$ cat src/rtl/lcb_pkg.sv
// Shared types and codes of the LRU cache block.
package lcb_pkg;

   localparam logic [2:0] OP_LOOKUP = 3'd0;
   localparam logic [2:0] OP_STORE  = 3'd1;
   localparam logic [2:0] OP_PURGE  = 3'd2;
   localparam logic [2:0] OP_PREFIX = 3'd3;
   localparam logic [2:0] OP_CLEAR  = 3'd4;

   localparam logic [3:0] ST_MISS      = 4'd0;
   localparam logic [3:0] ST_FRESH     = 4'd1;
   localparam logic [3:0] ST_STALE     = 4'd2;
   localparam logic [3:0] ST_STORED    = 4'd3;
   localparam logic [3:0] ST_REJECTED  = 4'd4;
   localparam logic [3:0] ST_PURGED    = 4'd5;
   localparam logic [3:0] ST_NOT_FOUND = 4'd6;
   localparam logic [3:0] ST_PFX_DONE  = 4'd7;
   localparam logic [3:0] ST_CLEARED   = 4'd8;

   localparam int CSR_IDX_BITS = 2;
   localparam logic [CSR_IDX_BITS-1:0] CSR_MAX_BYTES   = 2'd0;
   localparam logic [CSR_IDX_BITS-1:0] CSR_MAX_ENTRIES = 2'd1;

   typedef struct packed {
      logic [2:0]  opcode;
      logic [63:0] key;
      logic [3:0]  prefix_len;
      logic [31:0] now;
      logic        entry_present;
      logic [31:0] entry_handle;
      logic [31:0] entry_bytes;
      logic [31:0] entry_expires;
   } req_type;

   typedef struct packed {
      logic [3:0]  status;
      logic [31:0] hit_handle;
      logic [6:0]  removed_count;
      logic [6:0]  entry_count;
      logic [31:0] total_bytes;
   } rsp_type;

   typedef struct packed {
      logic key_eq;
      logic pfx_eq;
      logic rank_lt;
      logic rank_gt;
      logic rank_old;
   } eval_type;

endpackage

$ cat src/rtl/lcb_eval.sv
// Per-slot compare unit: key, prefix and age rank tests on one read word.
module lcb_eval #(
   parameter int KEY_BITS  = 64,
   parameter int RANK_BITS = 6
) (
   input  logic [KEY_BITS-1:0]  slot_key,
   input  logic [KEY_BITS-1:0]  req_key,
   input  logic [3:0]           prefix_len,
   input  logic [RANK_BITS-1:0] slot_rank,
   input  logic [RANK_BITS-1:0] ref_rank,
   input  logic [RANK_BITS-1:0] old_rank,
   output lcb_pkg::eval_type    result
);

   logic [6:0]          nbits;
   logic [KEY_BITS-1:0] pmask;

   always_comb begin
      nbits = (prefix_len > 4'd8) ? 7'd64 : {prefix_len, 3'b000};
      for (int j = 0; j < KEY_BITS; j++) begin
         pmask[j] = (nbits != 7'd0) && ((32'(j) + 32'(nbits)) >= 32'(KEY_BITS));
      end
   end

   assign result.key_eq   = (slot_key == req_key);
   assign result.pfx_eq   = (((slot_key ^ req_key) & pmask) == '0);
   assign result.rank_lt  = (slot_rank < ref_rank);
   assign result.rank_gt  = (slot_rank > ref_rank);
   assign result.rank_old = (slot_rank == old_rank);

endmodule

$ cat config.mk
export PLATFORM = sky130hd
export DESIGN_NAME = lcb_eval
export DESIGN_NICKNAME = d
export VERILOG_FILES = /design/src/rtl/lcb_pkg.sv /design/src/rtl/lcb_eval.sv
export SDC_FILE = /design/constraint.sdc
export NUM_CORES = 1
export LEC_CHECK = 0
export BUFFER_PORTS_ARGS = -buffer_cell sky130_fd_sc_hd__buf_2
export CAP_MARGIN = 0
export CORE_MARGIN = 2
export CORE_UTILIZATION = 31
export DETAILED_ROUTE_END_ITERATION = 8
export GPL_TIMING_DRIVEN = 0
export PLACE_DENSITY = 0.86
export SLEW_MARGIN = 20
export SYNTH_ARGS = -nofsm -noshare
export SYNTH_HDL_FRONTEND = slang
export SYNTH_SLANG_ARGS = --single-unit
$ cat constraint.sdc
create_clock -name vclk -period 2.25
set_input_delay 0.45 -clock vclk [all_inputs]
set_output_delay 0.45 -clock vclk [all_outputs]
set_load 0.1 [all_outputs]
==> impl_table.tex <==
\begin{tabular}{lr}
\hline
Metric & Value \\
\hline
\multicolumn{2}{l}{\textbf{Global route}} \\
\quad Vias in the first global route & 1582 \\
\quad Wire length of the first global-routing pass & 5.78 mm \\
\quad Largest net degree at the start of global routing & 6 \\
\quad Total GRT Usage & 19.9\% \\
\quad Grt total ovfl & 0 \\
\quad Initial antenna violation count & 0 \\
\multicolumn{2}{l}{\textbf{Critical path}} \\
\quad Kind of launch point of the worst setup path & primary input \\
\quad Endpoint class of the critical path & primary output \\
\quad Launching instance or port of the critical path & req\_key[31] \\
\quad Crit-path max FO & 2 \\
\quad Path type of the worst setup path & primary input to primary output \\
\quad Critical path data arrival time & 2.15 ns \\
\quad Required time worst endpoint & 1.80 ns \\
\multicolumn{2}{l}{\textbf{Finish}} \\
\quad Area occupied by multi-input gates & 1100 um2 \\
\quad \# diodes & 0 \\
\quad Utilization after layout & 67.4\% \\
\quad Proportion of layout cells with a drive suffix above 1 & 59.5\% \\
\quad Net count reported at finish & 447 \\
\quad Post-Layout Cell Count & 333 \\
\quad Post-synthesis to final-layout area growth & 106\% \\
\quad Count of sequential standard cells & 0 \\
\quad Clock buffer instance count of the final layout & 0 \\
\quad Register cell area after layout & 0 um2 \\
\quad Number of inserted filler cells in the final layout & 281 \\
\multicolumn{2}{l}{\textbf{Drt}} \\
\quad Vias per cell & 4.54 \\
\quad Drt pass-1 iters & 4 \\
\quad Detailed-route via count & 1512 \\
\quad Routed length per placed instance & 11.5 um \\
\quad Remaining antenna violation count & 0 \\
\quad Routed wire length & 3.84 mm \\
\quad Post-route DRC violation count & 0 \\
\quad Number of violations reported at the end of detailed-routing iteration 0 & 14 \\
\multicolumn{2}{l}{\textbf{Floorplanning}} \\
\quad Die footprint & 3720 um2 \\
\quad Row count & 20 \\
\quad Core Footprint & 3080 um2 \\
\quad Die Wd & 61.0 um \\
\quad Top-level I/O count & 155 \\
\quad Effective utilization at floorplan & 32.7\% \\
\quad Die height & 61.0 um \\
\multicolumn{2}{l}{\textbf{Synthesis}} \\
\quad Compound-Gate Fraction of Synth Area & 8.08\% \\
\quad Synthesized Nets & 287 \\
\quad Largest cells by area after synthesis & sky130\_fd\_sc\_hd\_\_xor2\_1 37\%, sky130\_fd\_sc\_hd\_\_xnor2\_1 24\%, sky130\_fd\_sc\_hd\_\_ha\_1 7.5\% \\
\quad Synthesized-area fraction occupied by and/or/nand/nor cells & 20.9\% \\
\quad Fraction of synthesized cell area in xor and xnor cells & 60.9\% \\
\quad Most instantiated library cell after synthesis & sky130\_fd\_sc\_hd\_\_xor2\_1 \\
\quad Adder and majority gate portion of the synthesized area & 7.46\% \\
\quad Cell area after synthesis & 1010 um2 \\
\quad Average size of a mapped cell & 7.68 um2 \\
\quad Share of synthesized area occupied by flip-flops and latches & 0\% \\
\quad Count of mapped cells out of synthesis & 131 \\
\quad Share of synthesized area spent on multiplexers & 0\% \\
\quad Top post-synthesis cells by count & 42 x sky130\_fd\_sc\_hd\_\_xor2\_1, 28 x sky130\_fd\_sc\_hd\_\_xnor2\_1, 11 x sky130\_fd\_sc\_hd\_\_nor4\_1 \\
\quad Yosys warning total & 0 \\
\quad Share of the synthesized area in the top cell type & 36.6\% \\
\quad Cell taking the most area after synthesis & sky130\_fd\_sc\_hd\_\_xor2\_1 \\
\quad Distinct cell type count after synthesis & 23 \\
\quad Largest family of logic cells by synthesized area & XOR/XNOR gates \\
\multicolumn{2}{l}{\textbf{Placed design}} \\
\quad RePlAce Congestion & 0.789 \\
\quad Number of buffers added on ports & 155 \\
\quad Placement-stage worst setup slack & -0.628 ns \\
\quad HPWL after DPL & 3.65 mm \\
\quad Number of placed instances with taps included & 330 \\
\multicolumn{2}{l}{\textbf{Timing}} \\
\quad Number of slew-limit violations in the final report & 0 \\
\quad Portion of the clock cycle consumed by the worst path in the final layout & 116\% \\
\quad Setup TNS Final & -0.508 ns \\
\quad Crit path setup slack, layout & -0.353 ns \\
\quad Unrepaired setup endpoints after global routing & true \\
\quad Time the final worst path needs with I/O delays and setup & 2.60 ns \\
\quad Final Hold Viols & 0 \\
\quad Tightest slew margin relative to the limit & 67.7\% \\
\quad Setup Viol. Count Final & 3 \\
\quad Highest Clock Rate & 0.384 GHz \\
\quad Transition time at the pin with the least slew margin & 0.489 ns \\
\multicolumn{2}{l}{\textbf{Power}} \\
\quad Power Density & 196 nW/um2 \\
\quad Largest vdd supply drop & 0.000100 V \\
\quad Leak pwr & 1.09 nW \\
\multicolumn{2}{l}{\textbf{Run status}} \\
\quad Violations in the final reports & setup timing \\
\quad Run status & finished, violations left \\
\multicolumn{2}{l}{\textbf{Min path}} \\
\quad Path class of the lowest-slack min-delay path & primary input to primary output \\
\quad Hold path start & ref\_rank[0] \\
\multicolumn{2}{l}{\textbf{Run}} \\
\quad Max-cap violations & 0 \\
\hline
\end{tabular}
[stage by stage]
stage          instance area (um2)  hold WS [ns]  power [mW]
2_1_floorplan                 1090          1.18       0.190
3_3_place_gp                  1920          1.48       0.358
3_5_place_dp                  1920          1.49       0.370
4_1_cts                       2030          1.42       0.401
5_1_grt                       2080          1.45       0.445
6_report                      2080          1.42       0.408
[cells by family (layout without fill, tap and decap cells)]
family	Yosys count	count (layout)
and+or+nand+nor	38	38
xor gates and xnor gates	70	70
adders and majority gates	6	6
buffers and inverters	7	165
AOI/OAI and AO/OA	10	10
[layout make-up]
class,count,area share [%]
repair buffers,158,42.9
inverters,7,1.39
multi-input cells,124,53.0
well taps,44,2.65
[power by group]
group	internal, mW	switching [mW]	total, mW
Combinational	0.221	0.187	0.408
Clock	0	0	0
Sequential	0	0	0
[per-layer routing]
metal / vias up / GRT usage [%] / routed length [um]
li1: 775 / - / -
met1: 662 / 19.0 / 1280
met2: 69 / 42.9 / 2220
met3: 6 / 2.99 / 276
met4: 0 / 4.66 / 59
met5: - / 0 / 0
[cell usage in the layout, fill, tap and decap left out, drive strengths merged]
cell type and instances:
a31oi 1, o21bai 1, inv 7, a221o 2, buf 158, nand3 2, a21o 1, and3 1
nand2 7, nor2 3, nor2b 1, nand2b 1, nor3 4, nand4 8, nor4 11, o311a 1
ha 6, a41oi 1, o21ai 1, xor2 42, a21boi 1, xnor2 28, a221oi 1
[what timing repair did]
| item | 4_1_cts | 5_1_grt |
|---|---|---|
| cloned | 0 | 0 |
| pin swaps | 0 | 7 |
| gates resized for setup | 25 | 6 |
| endpoints found under the hold margin | 0 | 0 |
| hold buffers | 0 | 0 |
| setup endpoints to repair | 4 | 4 |
| buffers inserted | 1 | 2 |
[worst paths after layout]
kind / endpoint / cells past startpoint
setup / recovery: result[3] / 8
hold / removal: result[1] / 4
[worst max-delay path, cell delays in order]
cell and delay (ns):
sky130_fd_sc_hd__buf_6 0.09, sky130_fd_sc_hd__xor2_1 0.16, sky130_fd_sc_hd__nor4_2 0.36, sky130_fd_sc_hd__buf_4 0.17, sky130_fd_sc_hd__nand4_1 0.12, sky130_fd_sc_hd__a221o_1 0.38, sky130_fd_sc_hd__nor3_4 0.22, sky130_fd_sc_hd__buf_12 0.20
Note: power is estimated with default switching activity, not from simulation.
