<file path="config.mk">
export PLATFORM = sky130hd
export DESIGN_NAME = lcb_ram
export DESIGN_NICKNAME = d
export VERILOG_FILES = /design/src/rtl/lcb_ram.sv
export SDC_FILE = /design/constraint.sdc
export NUM_CORES = 1
export LEC_CHECK = 0
export BUFFER_PORTS_ARGS = -buffer_cell sky130_fd_sc_hd__buf_2
export CAP_MARGIN = 10
export CORE_UTILIZATION = 50
export DETAILED_ROUTE_END_ITERATION = 7
export MAX_ROUTING_LAYER = met4
export PLACE_DENSITY_LB_ADDON = 0.15
export SLEW_MARGIN = 10
export SYNTH_ARGS = -nofsm -noshare
export SYNTH_HDL_FRONTEND = slang
export SYNTH_SLANG_ARGS = --single-unit
export TNS_END_PERCENT = 100
</file>
<file path="constraint.sdc">
create_clock -name clock -period 2.15 [get_ports clock]
set_clock_uncertainty 0.2 [all_clocks]
set_input_delay 0.1075 -clock clock [delete_from_list [all_inputs] [get_ports clock]]
set_output_delay 0.1075 -clock clock [all_outputs]
set_load 0.02 [all_outputs]
</file>
<file path="src/rtl/lcb_ram.sv">
// Generic single-write, single-read RAM with registered read data.
module lcb_ram #(
   parameter int WIDTH = 8,
   parameter int DEPTH = 16
) (
   input  logic                     clock,
   input  logic                     wr_en,
   input  logic [$clog2(DEPTH)-1:0] wr_addr,
   input  logic [WIDTH-1:0]         wr_data,
   input  logic [$clog2(DEPTH)-1:0] rd_addr,
   output logic [WIDTH-1:0]         rd_data
);

   logic [WIDTH-1:0] mem_ff [DEPTH];
   logic [WIDTH-1:0] rd_data_ff;

   always_ff @(posedge clock) begin
      if (wr_en) begin
         mem_ff[wr_addr] <= wr_data;
      end
      rd_data_ff <= mem_ff[rd_addr];
   end

   assign rd_data = rd_data_ff;

endmodule

</file>
==> metrics, run 1 <==
initial antenna violation count=0; number of global-route vias before repair=2505; Hold Path Class=primary input to flip-flop; endpoints failing hold=0; pre-CTS setup slack=0.449 ns; Tmin final=2.06 ns; post-route ant nets=0; power per cell area=964 nW/µm²; setup TNS=0 ns; highest layer used for signal routing=met4; final period utilization=96.0%; post-synthesis instance total=229; Yosys reg bits=136; Worst-path clk slew=0.06 ns; Worst IR Drop VDD=473 µV; initial core utilization=52.2%; switching share of power=19.5%; GPL Wtd Cong=0.720; die area=10700 µm²; Vias=2487; Rel. slew slack=71.6%; Root Buffer=clkbuf_8; HPWL Detailed=5750 µm; Initial DRC Count=121; Yosys cell types=19; internal power=4.85 mW; Met1 Wirelength=4180 µm; status=completed; PortBufs=25; Final setup viols=0; Pleak=2.15 nW; TritonCTS buffer count=17; worst slew pin tran=0.426 ns; Die X=103 µm; pin count of the biggest net entering global routing=33; Logic pwr share=5.2%; class of the most critical setup path=primary input to flip-flop; clock buffer depth=2; Rows=36; max cap viols=0; sequential area share after synthesis=77.8%; clock power share=45.4%; Avg Vias per Cell=5.59; arrival time worst endpoint=2.26 ns; syn_nets=247; Finished Core Util=63.4%; crit start category=primary input; Fmax=484 MHz; Clk Latency, worst-skew pair=0.52 ns; post-CTS setup repair buffer count=0; Avg Cell Area, Syn=22.5 µm²; Residual DRC=0; ratio of cells with drive above 1 in the final layout=29.5%; metal2 WL=4700 µm; CTS tree=yes; Psw=1.18 mW; Synth Warn #=0; Area Growth Syn to Fin=21.5%; final number of max-transition violations=0; area of the core=9860 µm²; Crit Path Max Fanout=8; Num Clock Sinks=136; num ports=26; met3 wire length=330 µm; total iterations of the first detailed-routing run=4; Flop pwr share=49.4%; Routed WL=9380 µm; overflow left after global routing=0; RSZ-0062 raised after global routing=no; CP required=2.35 ns; Tot GR Track Use=20.4%; Routed WL per cell=21.1 µm; H-tree Lvls=4; post-synth design cell area=5150 µm²; final hold slack=0.0462 ns; first-pass GRT wire length=13800 µm; CP endpoint kind=flip-flop; crit path setup slack, layout=0.0855 ns; overall die height=103 µm; Nets=317; antenna fix cells=0
[metal layers]
metal	track usage, %	up-vias
met5	-	-
met4	10.1	0
met3	4.44	13
met2	31.2	64
met1	26.0	1298
li1	-	1112
[synthesized netlist by cell type (all sizes together)]
library cell   number  area [µm²]
mux4               32         773
nor3                4        20.0
nand3               1        5.00
nor2               13        48.8
dfxtp               8         160
nor2b               1        6.26
nand2b              2        12.5
nand3b              2        15.0
buf                 7        56.3
and2                1        6.26
and2b               1        7.51
or3b                1        8.76
clkdlybuf4s25       3        30.0
a22oi              16         120
nand2               9        33.8
edfxtp            128        3840
[area by class of cell]
class                           instances  area, µm²
Clock inverter                         11        133
Fill cell                             670       3610
Timing Repair Buffer                   61        462
Multi-Input combinational cell         83       1060
Clock buffer                           21        429
Tap cell                              133        166
Sequential cell                       136       4000
[critical path, stage by stage]
cell and delay, ns:
dlygate4sd3_1 0.52, buf_2 0.12, nor2b_1 0.04, dlygate4sd3_1 0.56, buf_6 0.15, a22oi_2 0.15, nand2_1 0.07, dlygate4sd3_1 0.55
[cell families (layout without fill, tap and decap cells)]
family	after synthesis	count (layout)	synth area share, %
buf+inv	10	93	1.68
flops	136	136	77.8
compound gates	16	16	2.33
simple gates	35	35	3.18
mux	32	32	15.0
[worst paths after layout]
path	depth (start not counted)	end	startpoint	slack, ns
worst max-delay path	8	rd_data[7]	rd_addr[2]	0.09
worst min register to register	3	rd_data[0]	mem_ff[4][0]	0.47
worst min-delay path	4	mem_ff[2][4]	wr_addr[2]	0.05
worst max register to register	4	rd_data[7]	mem_ff[2][7]	0.19
[what timing repair did]
action	in CTS	in global routing
resized for setup	0	2
hold buffers	15	0
hold endpoints to repair	167	0
endpoints found under the setup margin	0	1
[layout by cell type, fill, tap and decap left out]
cell type      count
nand2b_1           2
clkbuf_8           1
buf_2             25
buf_12             2
a22oi_2            1
clkinv_2           4
bufinv_16          3
nor2b_1            1
mux4_1            14
and2b_1            1
buf_6              1
nor2_1            13
nand2_1            9
edfxtp_1         128
dlygate4sd3_1     15
dfxtp_1            8
a22oi_1           15
clkbuf_1           4
clkinv_1           2
buf_4             18
nand3b_1           2
and2_1             1
clkbuf_16         16
nand3_1            1
clkinvlp_4         2
mux4_2            18
or3b_2             1
nor3_1             4
[power by group through the flow]
stage | clock network (mW) | registers [mW] | logic, mW
finish | 2.74 | 2.98 | 0.313
detailed placement | 0 | 3.04 | 0.294
global placement | 0 | 3.04 | 0.290
global route | 2.89 | 2.99 | 0.340
CTS | 2.77 | 2.98 | 0.317
floorplan | 0 | 3.05 | 0.150
[per-stage QoR]
step           std cells  instance area (µm²)  total power, mW
5_1_grt              445                 6260             6.22
3_5_place_dp         398                 5540             3.33
3_3_place_gp         398                 5540             3.33
2_1_floorplan        229                 5150             3.20
6_report             445                 6260             6.03
4_1_cts              445                 6250             6.07
[registers in the layout, summed over array words and instances, names as in the netlist]
signal,flops
mem_ff,128
rd_data,8
Power figures use the tool's default switching activity.
==> run 2, diff against run 1 <==
--- a/config.mk
+++ b/config.mk
@@ -7,6 +7,7 @@
 export LEC_CHECK = 0
 export BUFFER_PORTS_ARGS = -buffer_cell sky130_fd_sc_hd__buf_2
 export CAP_MARGIN = 10
+export CORE_ASPECT_RATIO = 2
 export CORE_UTILIZATION = 50
 export DETAILED_ROUTE_END_ITERATION = 7
 export MAX_ROUTING_LAYER = met4
==> run 2 against run 1 <==
Worst hold slack improved by 0.019 ns. Clock power increased by 6%. Register-to-register slack improved by 0.39 ns. Via count decreased by 0.88%. Die area increased by 0.23%. Utilization decreased by 1.7 points. Routed wire length increased by 3.6%. Critical path type is now flip-flop to flip-flop. Largest cell class unchanged. Largest power group unchanged.
==> metrics, run 2 (synthesis gave the netlist of run 1 again) <==
status=completed; overflow left after global routing=0; placed cell count=400; worst slew pin tran=0.788 ns; Rel. slew slack=47.2%; pre-CTS setup slack=0.274 ns; clock power share=46.9%; WP buf/inv=0; Vias=2465; Routed WL per cell=22.1 µm; CTS tree=yes; power per cell area=994 nW/µm²; Pleak=2.14 nW; Hold Path Class=primary input to flip-flop; Psw=1.26 mW; area of the core=10100 µm²; leading cell type in the layout, fill and taps excluded=edfxtp_1; register area=4000 µm²; Worst IR Drop VDD=699 µV; most frequent cells in the layout=edfxtp_1 (128), buf_2 (25), buf_4 (19); final hold slack=0.0650 ns; overall die height=145 µm; initial core utilization=51.0%; antenna fix cells=0; num ports=26; Fmax=637 MHz; Root Buffer=clkbuf_16; pin count of the biggest net entering global routing=33; Tot GR Track Use=21.4%; crit path max-delay cell type=mux4_1; class of the most critical setup path=flip-flop to flip-flop; number of global-route vias before repair=2578; Flop pwr share=48.2%; crit path setup slack, layout=0.581 ns; arrival time worst endpoint=1.67 ns; multi-input logic area=1060 µm²; Final Instance Count excl. Fillers=440; die area=10700 µm²; Final setup viols=0; RSZ-0062 raised after global routing=no; final period utilization=73.0%; initial antenna violation count=0; Routed WL=9720 µm; CP delay by family, top=multiplexers; switching share of power=20.4%; TritonCTS buffer count=17; Nets=310; Max stage delay on crit path=0.50 ns; Worst-path clk slew=0.06 ns; max cap viols=0; CP required=2.25 ns; FILL cells=730; GPL Wtd Cong=0.793; setup TNS=0 ns; crit start category=flip-flop; Finished Core Util=61.7%; CP endpoint kind=flip-flop; HPWL Detailed=6290 µm; Initial DRC Count=164; Rows=52; Crit Path Max Fanout=1; max reg flops=128; first-pass GRT wire length=15100 µm; PostCTS Resize Cnt=0; Clk Latency, worst-skew pair=0.41 ns; H-tree Lvls=4; largest register by flop count=mem_ff; Residual DRC=0; Num Clock Sinks=136; worst path cell trace=mux4_1 > a22oi_1 > nand2_1; clock buffer depth=2; Die X=73.7 µm; ratio of cells with drive above 1 in the final layout=31.5%; total iterations of the first detailed-routing run=4; endpoints failing hold=0; internal power=4.92 mW; PortBufs=25; post-route ant nets=0; Logic pwr share=4.9%; final number of max-transition violations=0; Area Growth Syn to Fin=20.8%; Tmin final=1.57 ns; Avg Vias per Cell=5.60
## run 2: power by group through the flow
stage / sequential [mW] / combinational (mW) / clock [mW]
floorplan: 3.05 / 0.150 / 0
global placement: 3.03 / 0.291 / 0
detailed placement: 3.04 / 0.295 / 0
CTS: 2.98 / 0.306 / 2.95
global route: 2.98 / 0.326 / 3.06
finish: 2.98 / 0.301 / 2.90
## run 2: worst paths after layout
kind                  from           end  slack [ns]  cells past startpoint
min             wr_addr[0]  mem_ff[8][6]        0.07                      3
min reg2reg  mem_ff[12][0]    rd_data[0]        0.47                      3
max           mem_ff[0][3]    rd_data[3]        0.58                      3
max reg2reg   mem_ff[0][3]    rd_data[3]        0.58                      3
## run 2: final cells by class
| class | count | share of cell area, % |
|---|---|---|
| repair buffers | 54 | 6.24 |
| clock inverters | 15 | 2.84 |
| well taps | 135 | 2.72 |
| multi-input cells | 83 | 17.0 |
| flip-flops and latches | 136 | 64.4 |
| clock buffers | 17 | 6.84 |
## run 2: what timing repair did
item / CTS / global route
buffers inserted: 0 / 0
hold endpoints to repair: 128 / 0
hold buffers: 8 / 0
## run 2: per-stage QoR
stage               area [µm²]  power, mW
floorplan                 5150       3.20
global placement          5540       3.32
detailed placement        5540       3.33
CTS                       6220       6.24
global route              6220       6.37
finish                    6220       6.18
## run 2: worst reg2reg max path: stages (launching register included)
cell,delay [ns]
edfxtp_1,0.36
mux4_1,0.50
a22oi_1,0.30
nand2_1,0.09
## run 2: per-layer routing
| layer | track usage, % | part of all wire (%) |
|---|---|---|
| met1 | 25.9 | 40 |
| met2 | 33.3 | 55 |
| met3 | 5.61 | 3.4 |
| met4 | 9.90 | 2.2 |
| met5 | - | 0 |
